===== src/rtl/periodic_tick_task_scheduler_top_defines.svh =====
// assertion macros for the periodic tick task scheduler
`ifndef PERIODIC_TICK_TASK_SCHEDULER_TOP_DEFINES_SVH
`define PERIODIC_TICK_TASK_SCHEDULER_TOP_DEFINES_SVH

// same-cycle implication, disabled in reset
`define PTS_ASSERT_NOW(label, clk, rst, ante, cons) \
  label: assert property (@(posedge clk) disable iff (rst) (ante) |-> (cons)) \
    else $error("scheduler check failed");

// next-cycle implication, disabled in reset
`define PTS_ASSERT_NEXT(label, clk, rst, ante, cons) \
  label: assert property (@(posedge clk) disable iff (rst) (ante) |=> (cons)) \
    else $error("scheduler check failed");

`endif


===== src/rtl/pts_pkg.sv =====
package pts_pkg;

  // default table depth
  localparam int MAX_TASKS_DEF = 8;

  // field widths
  localparam int OP_W     = 2;
  localparam int TASK_ID_W = 4;
  localparam int TIME_W   = 32;
  localparam int REL_W    = 3;
  localparam int STATUS_W = 2;

  // operation codes
  localparam logic [OP_W-1:0] OP_TICK    = 2'd0;
  localparam logic [OP_W-1:0] OP_CREATE  = 2'd1;
  localparam logic [OP_W-1:0] OP_SUSPEND = 2'd2;
  localparam logic [OP_W-1:0] OP_RESUME  = 2'd3;

  // status codes
  localparam logic [STATUS_W-1:0] ST_OK    = 2'd0;
  localparam logic [STATUS_W-1:0] ST_FULL  = 2'd1;
  localparam logic [STATUS_W-1:0] ST_RANGE = 2'd2;

  // controller to datapath commands
  typedef struct packed {
    logic latch;       // capture the request word, restart the scan
    logic apply;       // execute create, suspend or resume and load its result
    logic step;        // update the current slot and move to the next
    logic load_mid;    // emit the pending release, not final
    logic load_final;  // emit the closing tick result
  } cmd_t;

  // datapath to controller status
  typedef struct packed {
    logic hit;         // current slot is active with a zero countdown
    logic scan_last;   // current slot is the last one
    logic pend_valid;  // a release is held back waiting for its successor
  } stat_t;

endpackage


===== src/rtl/pts_if.sv =====
// request channel
interface pts_req_if;
  logic                             valid;
  logic                             ready;
  logic [pts_pkg::OP_W-1:0]         op;
  logic [pts_pkg::TASK_ID_W-1:0]    task_id;
  logic [pts_pkg::TIME_W-1:0]       start_delay;
  logic [pts_pkg::TIME_W-1:0]       period;
  logic                             start_active;

  modport source (output valid, op, task_id, start_delay, period, start_active,
                  input ready);
  modport sink   (input valid, op, task_id, start_delay, period, start_active,
                  output ready);
endinterface

// response channel
interface pts_rsp_if;
  logic                             valid;
  logic                             ready;
  logic                             released;
  logic [pts_pkg::REL_W-1:0]        released_task;
  logic                             last;
  logic [pts_pkg::STATUS_W-1:0]     status;

  modport source (output valid, released, released_task, last, status,
                  input ready);
  modport sink   (input valid, released, released_task, last, status,
                  output ready);
endinterface


===== src/rtl/pts_ctrl.sv =====
module pts_ctrl (
  input  logic                      clk,
  input  logic                      rst,
  input  logic                      req_valid,
  input  logic [pts_pkg::OP_W-1:0]  req_op,
  output logic                      req_ready,
  output logic                      rsp_valid,
  input  logic                      rsp_ready,
  input  pts_pkg::stat_t            stat,
  output pts_pkg::cmd_t             cmd
);

  localparam logic [1:0] S_IDLE = 2'd0;
  localparam logic [1:0] S_EXEC = 2'd1;
  localparam logic [1:0] S_SCAN = 2'd2;
  localparam logic [1:0] S_DONE = 2'd3;

  logic [1:0] state;
  logic [1:0] state_next;
  logic       out_free;
  logic       out_load;

  // output register can take a word this cycle
  assign out_free  = !rsp_valid || rsp_ready;
  assign req_ready = (state == S_IDLE);

  // next state and commands
  always_comb begin
    state_next = state;
    cmd        = '0;
    out_load   = 1'b0;
    case (state)
      S_IDLE: begin
        if (req_valid) begin
          cmd.latch  = 1'b1;
          state_next = (req_op == pts_pkg::OP_TICK) ? S_SCAN : S_EXEC;
        end
      end
      S_EXEC: begin
        if (out_free) begin
          cmd.apply  = 1'b1;
          out_load   = 1'b1;
          state_next = S_IDLE;
        end
      end
      S_SCAN: begin
        // a second release must wait until the held one can be sent
        if (!(stat.hit && stat.pend_valid && !out_free)) begin
          cmd.step = 1'b1;
          if (stat.hit && stat.pend_valid) begin
            cmd.load_mid = 1'b1;
            out_load     = 1'b1;
          end
          if (stat.scan_last) begin
            state_next = S_DONE;
          end
        end
      end
      S_DONE: begin
        if (out_free) begin
          cmd.load_final = 1'b1;
          out_load       = 1'b1;
          state_next     = S_IDLE;
        end
      end
      default: begin
        state_next = S_IDLE;
      end
    endcase
  end

  // state and output valid
  always_ff @(posedge clk) begin
    if (rst) begin
      state     <= S_IDLE;
      rsp_valid <= 1'b0;
    end else begin
      state <= state_next;
      if (out_load) begin
        rsp_valid <= 1'b1;
      end else if (rsp_ready) begin
        rsp_valid <= 1'b0;
      end
    end
  end

endmodule


===== src/rtl/pts_dp.sv =====
module pts_dp #(
  parameter int MAX_TASKS = pts_pkg::MAX_TASKS_DEF
) (
  input  logic                          clk,
  input  logic                          rst,
  input  pts_pkg::cmd_t                 cmd,
  output pts_pkg::stat_t                stat,
  input  logic [pts_pkg::OP_W-1:0]      op,
  input  logic [pts_pkg::TASK_ID_W-1:0] task_id,
  input  logic [pts_pkg::TIME_W-1:0]    start_delay,
  input  logic [pts_pkg::TIME_W-1:0]    period,
  input  logic                          start_active,
  output logic                          released,
  output logic [pts_pkg::REL_W-1:0]     released_task,
  output logic                          last,
  output logic [pts_pkg::STATUS_W-1:0]  status
);

  localparam int IDX_W = (MAX_TASKS > 1) ? $clog2(MAX_TASKS) : 1;
  localparam int CNT_W = $clog2(MAX_TASKS + 1);
  localparam int ID_W  = pts_pkg::TASK_ID_W;
  localparam int T_W   = pts_pkg::TIME_W;
  localparam logic [CNT_W-1:0] CNT_FULL = CNT_W'(MAX_TASKS);
  localparam logic [IDX_W-1:0] IDX_LAST = IDX_W'(MAX_TASKS - 1);
  localparam logic [ID_W:0]    ID_LIM   = (ID_W + 1)'(MAX_TASKS);

  // latched request word
  logic [pts_pkg::OP_W-1:0] lat_op;
  logic [ID_W-1:0]          lat_id;
  logic [T_W-1:0]           lat_delay;
  logic [T_W-1:0]           lat_period;
  logic                     lat_start;

  // task table
  logic [T_W-1:0]       countdown [MAX_TASKS];
  logic [T_W-1:0]       reload_period [MAX_TASKS];
  logic [MAX_TASKS-1:0] active;
  logic [CNT_W-1:0]     task_count;

  // scan state
  logic [IDX_W-1:0] idx;
  logic [IDX_W-1:0] pend_idx;
  logic             pend_valid;

  logic [T_W-1:0]   cur_cd;
  logic [T_W-1:0]   cd_next;
  logic             hit;
  logic             full;
  logic             bad_id;
  logic [ID_W-1:0]  pend_wide;
  logic [IDX_W-1:0] new_slot;
  logic [IDX_W-1:0] id_slot;

  // current slot evaluation
  assign cur_cd    = countdown[idx];
  assign hit       = active[idx] && (cur_cd == '0);
  assign cd_next   = (hit ? reload_period[idx] : cur_cd) - T_W'(1);
  assign full      = (task_count == CNT_FULL);
  assign bad_id    = ({1'b0, lat_id} >= ID_LIM);
  assign pend_wide = ID_W'(pend_idx);
  assign new_slot  = task_count[IDX_W-1:0];
  assign id_slot   = lat_id[IDX_W-1:0];

  assign stat.hit        = hit;
  assign stat.scan_last  = (idx == IDX_LAST);
  assign stat.pend_valid = pend_valid;

  // request latch, no reset needed
  always_ff @(posedge clk) begin
    if (cmd.latch) begin
      lat_op     <= op;
      lat_id     <= task_id;
      lat_delay  <= start_delay;
      lat_period <= period;
      lat_start  <= start_active;
    end
  end

  // table, scan and result word
  always_ff @(posedge clk) begin
    if (rst) begin
      for (int i = 0; i < MAX_TASKS; i++) begin
        countdown[i]     <= '0;
        reload_period[i] <= '0;
      end
      active        <= '0;
      task_count    <= '0;
      idx           <= '0;
      pend_idx      <= '0;
      pend_valid    <= 1'b0;
      released      <= 1'b0;
      released_task <= '0;
      last          <= 1'b0;
      status        <= pts_pkg::ST_OK;
    end else begin
      if (cmd.latch) begin
        idx <= '0;
      end

      // create, suspend, resume
      if (cmd.apply) begin
        released      <= 1'b0;
        released_task <= '0;
        last          <= 1'b1;
        case (lat_op)
          pts_pkg::OP_CREATE: begin
            if (full) begin
              status <= pts_pkg::ST_FULL;
            end else begin
              countdown[new_slot]     <= lat_delay;
              reload_period[new_slot] <= lat_period;
              active[new_slot]        <= lat_start;
              task_count              <= task_count + CNT_W'(1);
              status                  <= pts_pkg::ST_OK;
            end
          end
          pts_pkg::OP_SUSPEND, pts_pkg::OP_RESUME: begin
            if (bad_id) begin
              status <= pts_pkg::ST_RANGE;
            end else begin
              active[id_slot] <= (lat_op == pts_pkg::OP_RESUME);
              status          <= pts_pkg::ST_OK;
            end
          end
          default: begin
            status <= pts_pkg::ST_OK;
          end
        endcase
      end

      // one slot per step
      if (cmd.step) begin
        if (active[idx]) begin
          countdown[idx] <= cd_next;
        end
        if (hit) begin
          pend_idx   <= idx;
          pend_valid <= 1'b1;
        end
        if (idx != IDX_LAST) begin
          idx <= idx + IDX_W'(1);
        end
      end

      // held release goes out once a later one shows up
      if (cmd.load_mid) begin
        released      <= 1'b1;
        released_task <= pend_wide[pts_pkg::REL_W-1:0];
        last          <= 1'b0;
        status        <= pts_pkg::ST_OK;
      end

      // closing tick word: last release or empty result
      if (cmd.load_final) begin
        released      <= pend_valid;
        released_task <= pend_valid ? pend_wide[pts_pkg::REL_W-1:0] : '0;
        last          <= 1'b1;
        status        <= pts_pkg::ST_OK;
        pend_valid    <= 1'b0;
      end
    end
  end

endmodule


===== src/rtl/periodic_tick_task_scheduler_top.sv =====
// create, suspend and resume: the result word is loaded in EXEC once the
//   output register is free, and the next request is taken back in IDLE.
// tick: one table slot per cycle unless a stalled output holds the scan at a
//   second release; the final word is loaded in DONE, the next request back
//   in IDLE, and a stalled output delays any result load.
// synchronous reset clears the table, task count, flags and output valid.
`include "periodic_tick_task_scheduler_top_defines.svh"

module periodic_tick_task_scheduler_top #(
  parameter int MAX_TASKS = pts_pkg::MAX_TASKS_DEF
) (
  input logic     clk,
  input logic     rst,
  pts_req_if.sink   req,
  pts_rsp_if.source rsp
);

  pts_pkg::cmd_t  cmd;
  pts_pkg::stat_t stat;

  // sequencer
  pts_ctrl u_ctrl (
    .clk       (clk),
    .rst       (rst),
    .req_valid (req.valid),
    .req_op    (req.op),
    .req_ready (req.ready),
    .rsp_valid (rsp.valid),
    .rsp_ready (rsp.ready),
    .stat      (stat),
    .cmd       (cmd)
  );

  // task table and result word
  pts_dp #(
    .MAX_TASKS (MAX_TASKS)
  ) u_dp (
    .clk           (clk),
    .rst           (rst),
    .cmd           (cmd),
    .stat          (stat),
    .op            (req.op),
    .task_id       (req.task_id),
    .start_delay   (req.start_delay),
    .period        (req.period),
    .start_active  (req.start_active),
    .released      (rsp.released),
    .released_task (rsp.released_task),
    .last          (rsp.last),
    .status        (rsp.status)
  );

  // checks
  `PTS_ASSERT_NEXT(a_one_in_flight, clk, rst, req.valid && req.ready, !req.ready)
  `PTS_ASSERT_NOW(a_mid_is_release, clk, rst, rsp.valid && !rsp.last, rsp.released)
  `PTS_ASSERT_NOW(a_err_is_final, clk, rst, rsp.valid && rsp.status != pts_pkg::ST_OK,
                  rsp.last && !rsp.released)

endmodule

===== src/flat_wrapper.sv =====
// flat-port wrapper written by rule: the top's interface ports become plain ports
module periodic_tick_task_scheduler_top_flat 
#(
  parameter int MAX_TASKS = pts_pkg::MAX_TASKS_DEF
)
  (clk, rst, req_valid, req_op, req_task_id, req_start_delay, req_period, req_start_active, req_ready, rsp_valid, rsp_released, rsp_released_task, rsp_last, rsp_status, rsp_ready);
  pts_req_if req_i ();
  pts_rsp_if rsp_i ();
  input logic clk;
  input logic rst;
  input wire logic [$bits(req_i.valid)-1:0] req_valid;
  input wire logic [$bits(req_i.op)-1:0] req_op;
  input wire logic [$bits(req_i.task_id)-1:0] req_task_id;
  input wire logic [$bits(req_i.start_delay)-1:0] req_start_delay;
  input wire logic [$bits(req_i.period)-1:0] req_period;
  input wire logic [$bits(req_i.start_active)-1:0] req_start_active;
  output wire logic [$bits(req_i.ready)-1:0] req_ready;
  output wire logic [$bits(rsp_i.valid)-1:0] rsp_valid;
  output wire logic [$bits(rsp_i.released)-1:0] rsp_released;
  output wire logic [$bits(rsp_i.released_task)-1:0] rsp_released_task;
  output wire logic [$bits(rsp_i.last)-1:0] rsp_last;
  output wire logic [$bits(rsp_i.status)-1:0] rsp_status;
  input wire logic [$bits(rsp_i.ready)-1:0] rsp_ready;
  assign req_i.valid = req_valid;
  assign req_i.op = req_op;
  assign req_i.task_id = req_task_id;
  assign req_i.start_delay = req_start_delay;
  assign req_i.period = req_period;
  assign req_i.start_active = req_start_active;
  assign req_ready = req_i.ready;
  assign rsp_valid = rsp_i.valid;
  assign rsp_released = rsp_i.released;
  assign rsp_released_task = rsp_i.released_task;
  assign rsp_last = rsp_i.last;
  assign rsp_status = rsp_i.status;
  assign rsp_i.ready = rsp_ready;
  periodic_tick_task_scheduler_top #(.MAX_TASKS(MAX_TASKS)) u_core (.clk(clk), .rst(rst), .req(req_i), .rsp(rsp_i));
endmodule

===== config.mk =====
export PLATFORM = sky130hd
export DESIGN_NAME = periodic_tick_task_scheduler_top_flat
export DESIGN_NICKNAME = d
export VERILOG_FILES = /design/src/rtl/pts_pkg.sv /design/src/rtl/pts_if.sv /design/src/rtl/pts_ctrl.sv /design/src/rtl/pts_dp.sv /design/src/rtl/periodic_tick_task_scheduler_top.sv /design/src/flat_wrapper.sv
export VERILOG_INCLUDE_DIRS = /design/src /design/src/rtl
export SDC_FILE = /design/constraint.sdc
export NUM_CORES = 1
export LEC_CHECK = 0
export BUFFER_PORTS_ARGS = -buffer_cell sky130_fd_sc_hd__buf_2
export CELL_PAD_IN_SITES_DETAIL_PLACEMENT = 2
export CELL_PAD_IN_SITES_GLOBAL_PLACEMENT = 2
export CORE_UTILIZATION = 35
export DETAILED_ROUTE_END_ITERATION = 7
export PLACE_DENSITY_LB_ADDON = 0.15
export SYNTH_ARGS = -nofsm -noshare
export SYNTH_HDL_FRONTEND = slang
export SYNTH_SLANG_ARGS = --single-unit

===== constraint.sdc =====
create_clock -name clk -period 9.3 [get_ports clk]
set_clock_uncertainty 0.15 [all_clocks]
set_input_delay 1.86 -clock clk [delete_from_list [all_inputs] [get_ports clk]]
set_output_delay 1.86 -clock clk [all_outputs]
set_load 0.03 [all_outputs]

==> flow_metrics.py <==
metrics = {
    "finish": {
        "diodes": 0,
        "layout_commonest_cell": "edfxtp_1",
        "final_cell_area_um2": 32450,
        "syn2layout_area_growth_pct": 13.99,
        "final_cell_mix": "edfxtp_1, and2_1, nor2_1",
        "drive_gt1_frac": 0.2028,
        "final_net_count": 2217,
        "fillers": 7983,
    },
    "place": {
        "place_area_um2": 30080,
        "port_buffers": 83,
        "dp_hpwl_um": 58420,
        "gp_congestion": 0.8785,
    },
    "worst_hold_path": {
        "min_to": "u_core.u_dp.last",
        "hp-start": "u_core.u_dp.last",
        "min_path_type": "reg -> reg",
        "whs_path_depth": 2,
    },
    "clock_tree": {
        "cts_hold_buffers": 0,
        "path_clk_slew_ns": 0.06,
        "numCtsBuffers": 74,
        "clk_latency_ns": 0.63,
        "post_cts_resized": 0,
        "cts.htree.levels": 3,
        "cts_tree": "yes",
        "cts_setup_buffers": 0,
        "ctsRootBufferMaster": "clkbuf_16",
        "clk_path_buf_depth": 3,
        "clock_sinks": 612,
    },
    "outcome": {
        "status": "finished clean",
    },
    "setup_path": {
        "timing.critical_path.mode_cell": "or4_1",
        "worstRegToRegCells": 17,
        "cpMaxStageDelayCell": "dfxtp_4",
        "cp-end-kind": "flop",
        "worst-path-max-fanout": 80,
        "start_kind": "flop",
        "max_stage_delay_ns": 0.64,
        "worst_path_dominant_cell_family": "simple AND/OR/NAND/NOR gates",
        "cp.required_ns": 9.46,
        "crit_type": "reg -> reg",
        "r2r_start": "u_core.u_dp.idx[1]",
        "critPathArrivalTime_ns": 6.90,
        "path_cells": "buf_12 > mux4_2 > mux2i_1 > nand3b_1 > or4_1 > or4_1 > nor2_2 > a21oi_1 > ha_1 > and3_1 > nand4_1 > or4_1 > a221o_2 > xor2_1 > nor2_1 > a21oi_1 > nor2_1",
        "r2r_slack_ns": 2.56,
        "cp.buffers_inverters": 1,
        "reg2reg_to": "u_core.u_dp.countdown[1][16]",
    },
    "detailed_routing": {
        "wire_per_inst_um": 28.75,
        "vias_per_cell": 5.502,
        "dr.pass1.iters": 7,
        "num_vias": 17900,
        "drt-initial-drc-count": 1116,
        "wl_um": 93570,
        "route.detailed.drc": 0,
        "antenna_left": 0,
    },
    "power_and_ir_drop": {
        "p_seq_frac": 0.495,
        "power_switching_uw": 1522,
        "sw_frac_of_total": 0.2361,
        "clkPwrFrac": 0.447,
        "leakage_uw": 0.01134,
        "intPower_uw": 4925,
        "irDropWorstVdd_uv": 133.6,
        "powerDensity_nw_per_um2": 198.6,
        "combPwrFrac": 0.059,
    },
    "timing": {
        "relSlewSlack": 0.1994,
        "tightest_slew_ns": 1.192,
        "slew_violations": 0,
        "rsz0062_at_grt": "false",
        "setup_viol": 0,
        "hold_viol": 0,
        "fin_crit_sh": 0.7245,
        "period_minus_slack_ns": 6.738,
        "hold_ws_ns": 0.3498,
        "final.setup.tns_ns": 0,
        "timing.fmax_ghz": 0.1484,
    },
    "yosys": {
        "synthArstFlopShare": 0,
        "synth_nets": 2151,
        "synthFlopType": "edfxtp_1",
        "avgSynthCellArea_um2": 13.75,
        "ys_ff_latch": 612,
        "synth.cell_area_um2": 28470,
        "yosysSeqAreaShare": 0.6353,
        "synth_edf_count": 583,
        "synthCells": 2071,
        "yosysWarningCount": 0,
        "ys_types": 79,
    },
    "grt": {
        "grt_max_degree": 81,
        "grt-ovfl-total": 0,
        "grt_pass1_vias": 20000,
        "grt_pass1_wl_um": 137800,
        "grt.total_usage": 0.2307,
        "antenna_found_initial": 0,
    },
    "flow_run": {
        "cap_violations": 0,
    },
    "die": {
        "start_util": 0.3535,
        "core-area_um2": 80550,
        "die_w_um": 287.2,
        "dieArea_um2": 82500,
        "ios": 84,
        "fp-row-count": 104,
        "die_h_um": 287.2,
    },
}
[cells in the mapped netlist, types with 6 or more instances]
cell	number	share of area
edfxtp_1	583	0.61
nor2_1	265	0.035
and2_1	261	0.057
nand2_1	126	0.017
mux4_2	118	0.093
a21oi_1	76	0.013
clkbuf_1	76	0.010
o21ai_0	64	0.011
mux2i_1	53	0.019
nor3_1	37	0.0065
mux2_2	33	0.013
a22o_1	32	0.0098
dfxtp_1	29	0.020
buf_2	28	0.0049
nand3_1	21	0.0037
buf_1	17	0.0022
nand2b_1	15	0.0033
or3_1	15	0.0033
or2_2	14	0.0031
inv_1	13	0.0017
nor2b_1	12	0.0026
xor2_1	11	0.0034
and3_1	10	0.0022
nand3b_1	10	0.0026
o22ai_1	10	0.0022
a211oi_1	9	0.0024
a311oi_1	7	0.0022
buf_4	7	0.0018
nand4_1	7	0.0015
o211ai_1	7	0.0018
xnor2_1	7	0.0022
nor3b_1	6	0.0016
o22a_1	6	0.0018
[registers in the layout, indices dropped and copies added (netlist names)]
| register | flops |
|---|---|
| u_core.u_ctrl.rsp_valid | 1 |
| u_core.u_dp.status | 2 |
| u_core.u_dp.idx | 3 |
| u_core.u_dp.lat_start | 1 |
| u_core.u_dp.released | 1 |
| u_core.u_dp.last | 1 |
| u_core.u_ctrl.state | 2 |
| u_core.u_dp.task_count | 4 |
| u_core.u_dp.pend_valid | 1 |
| u_core.u_dp.lat_period | 32 |
| u_core.u_dp.countdown | 256 |
| u_core.u_dp.lat_delay | 32 |
| u_core.u_dp.released_task | 3 |
| u_core.u_dp.lat_id | 4 |
| u_core.u_dp.lat_op | 2 |
| u_core.u_dp.pend_idx | 3 |
| u_core.u_dp.reload_period | 256 |
| u_core.u_dp.active | 8 |
[worst register-to-register path: cells and delay by family, from the launching register on]
family                     cells  cell delay, ns
muxes                          2            0.97
DFF                            1            0.64
buffers and inverters          1            0.44
AOI/OAI and AO/OA              3            1.01
adders and majority gates      1            0.28
xor gates and xnor gates       1            0.28
and+or+nand+nor                9            2.65
[power by group through the flow]
stage / combinational, uW / sequential (uW) / clock (uW)
global placement: 378 / 3240 / 0
detailed placement: 383 / 3250 / 0
CTS: 385 / 3190 / 2950
floorplan: 234 / 3210 / 0
global route: 405 / 3200 / 3030
finish: 378 / 3190 / 2880
[worst max-delay path by stage]
stage               slack, ns                      endpoint  cells after the start          startpoint
floorplan                4.12  u_core.u_dp.countdown[0][28]                     21  u_core.u_dp.idx[2]
global placement         2.32   u_core.u_dp.countdown[0][4]                      6                 rst
global route             2.24  u_core.u_dp.countdown[1][16]                     17  u_core.u_dp.idx[1]
detailed placement       2.71  u_core.u_dp.countdown[4][22]                     17  u_core.u_dp.idx[0]
finish                   2.56  u_core.u_dp.countdown[1][16]                     17  u_core.u_dp.idx[1]
CTS                      2.58  u_core.u_dp.countdown[1][16]                     17  u_core.u_dp.idx[1]
[per-stage QoR]
stage	util	power, uW	worst slack, ns	instances
after floorplan	-	3444	4.118	2071
after global placement	0.3733	3617	2.318	3120
after detailed placement	0.3735	3631	2.709	3121
after CTS	0.4029	6522	2.584	3254
after global routing	0.4029	6633	2.244	3254
final	0.4029	6447	2.562	3254
[per-layer routing]
metal	global-route usage	part of all wire	vias up
met2	0.3970	0.50	357
met3	0.02548	0.031	147
met4	0.07367	0.028	0
met5	0	0	-
li1	-	-	7874
met1	0.3038	0.44	9526
[cell families after synthesis]
logic type / count (synthesis) / synth area share
compound gates: 257 / 0.05963
flops: 612 / 0.6353
xor+xnor: 19 / 0.006108
buf+inv: 147 / 0.02285
mux: 206 / 0.1260
fa+ha+maj: 5 / 0.002197
simple gates: 825 / 0.1480
[final cells by class]
class	instances	area, um2	share of cell area
tap	1060	1326	0.04087
timing repair buffer	123	728.2	0.02244
multi-input combinational	1312	9877	0.3043
clock inverter	38	389.1	0.01199
clock buffer	95	1982	0.06107
sequential	612	18100	0.5576
inverter	14	56.30	0.001735
Note: power is estimated with default switching activity, not from simulation.
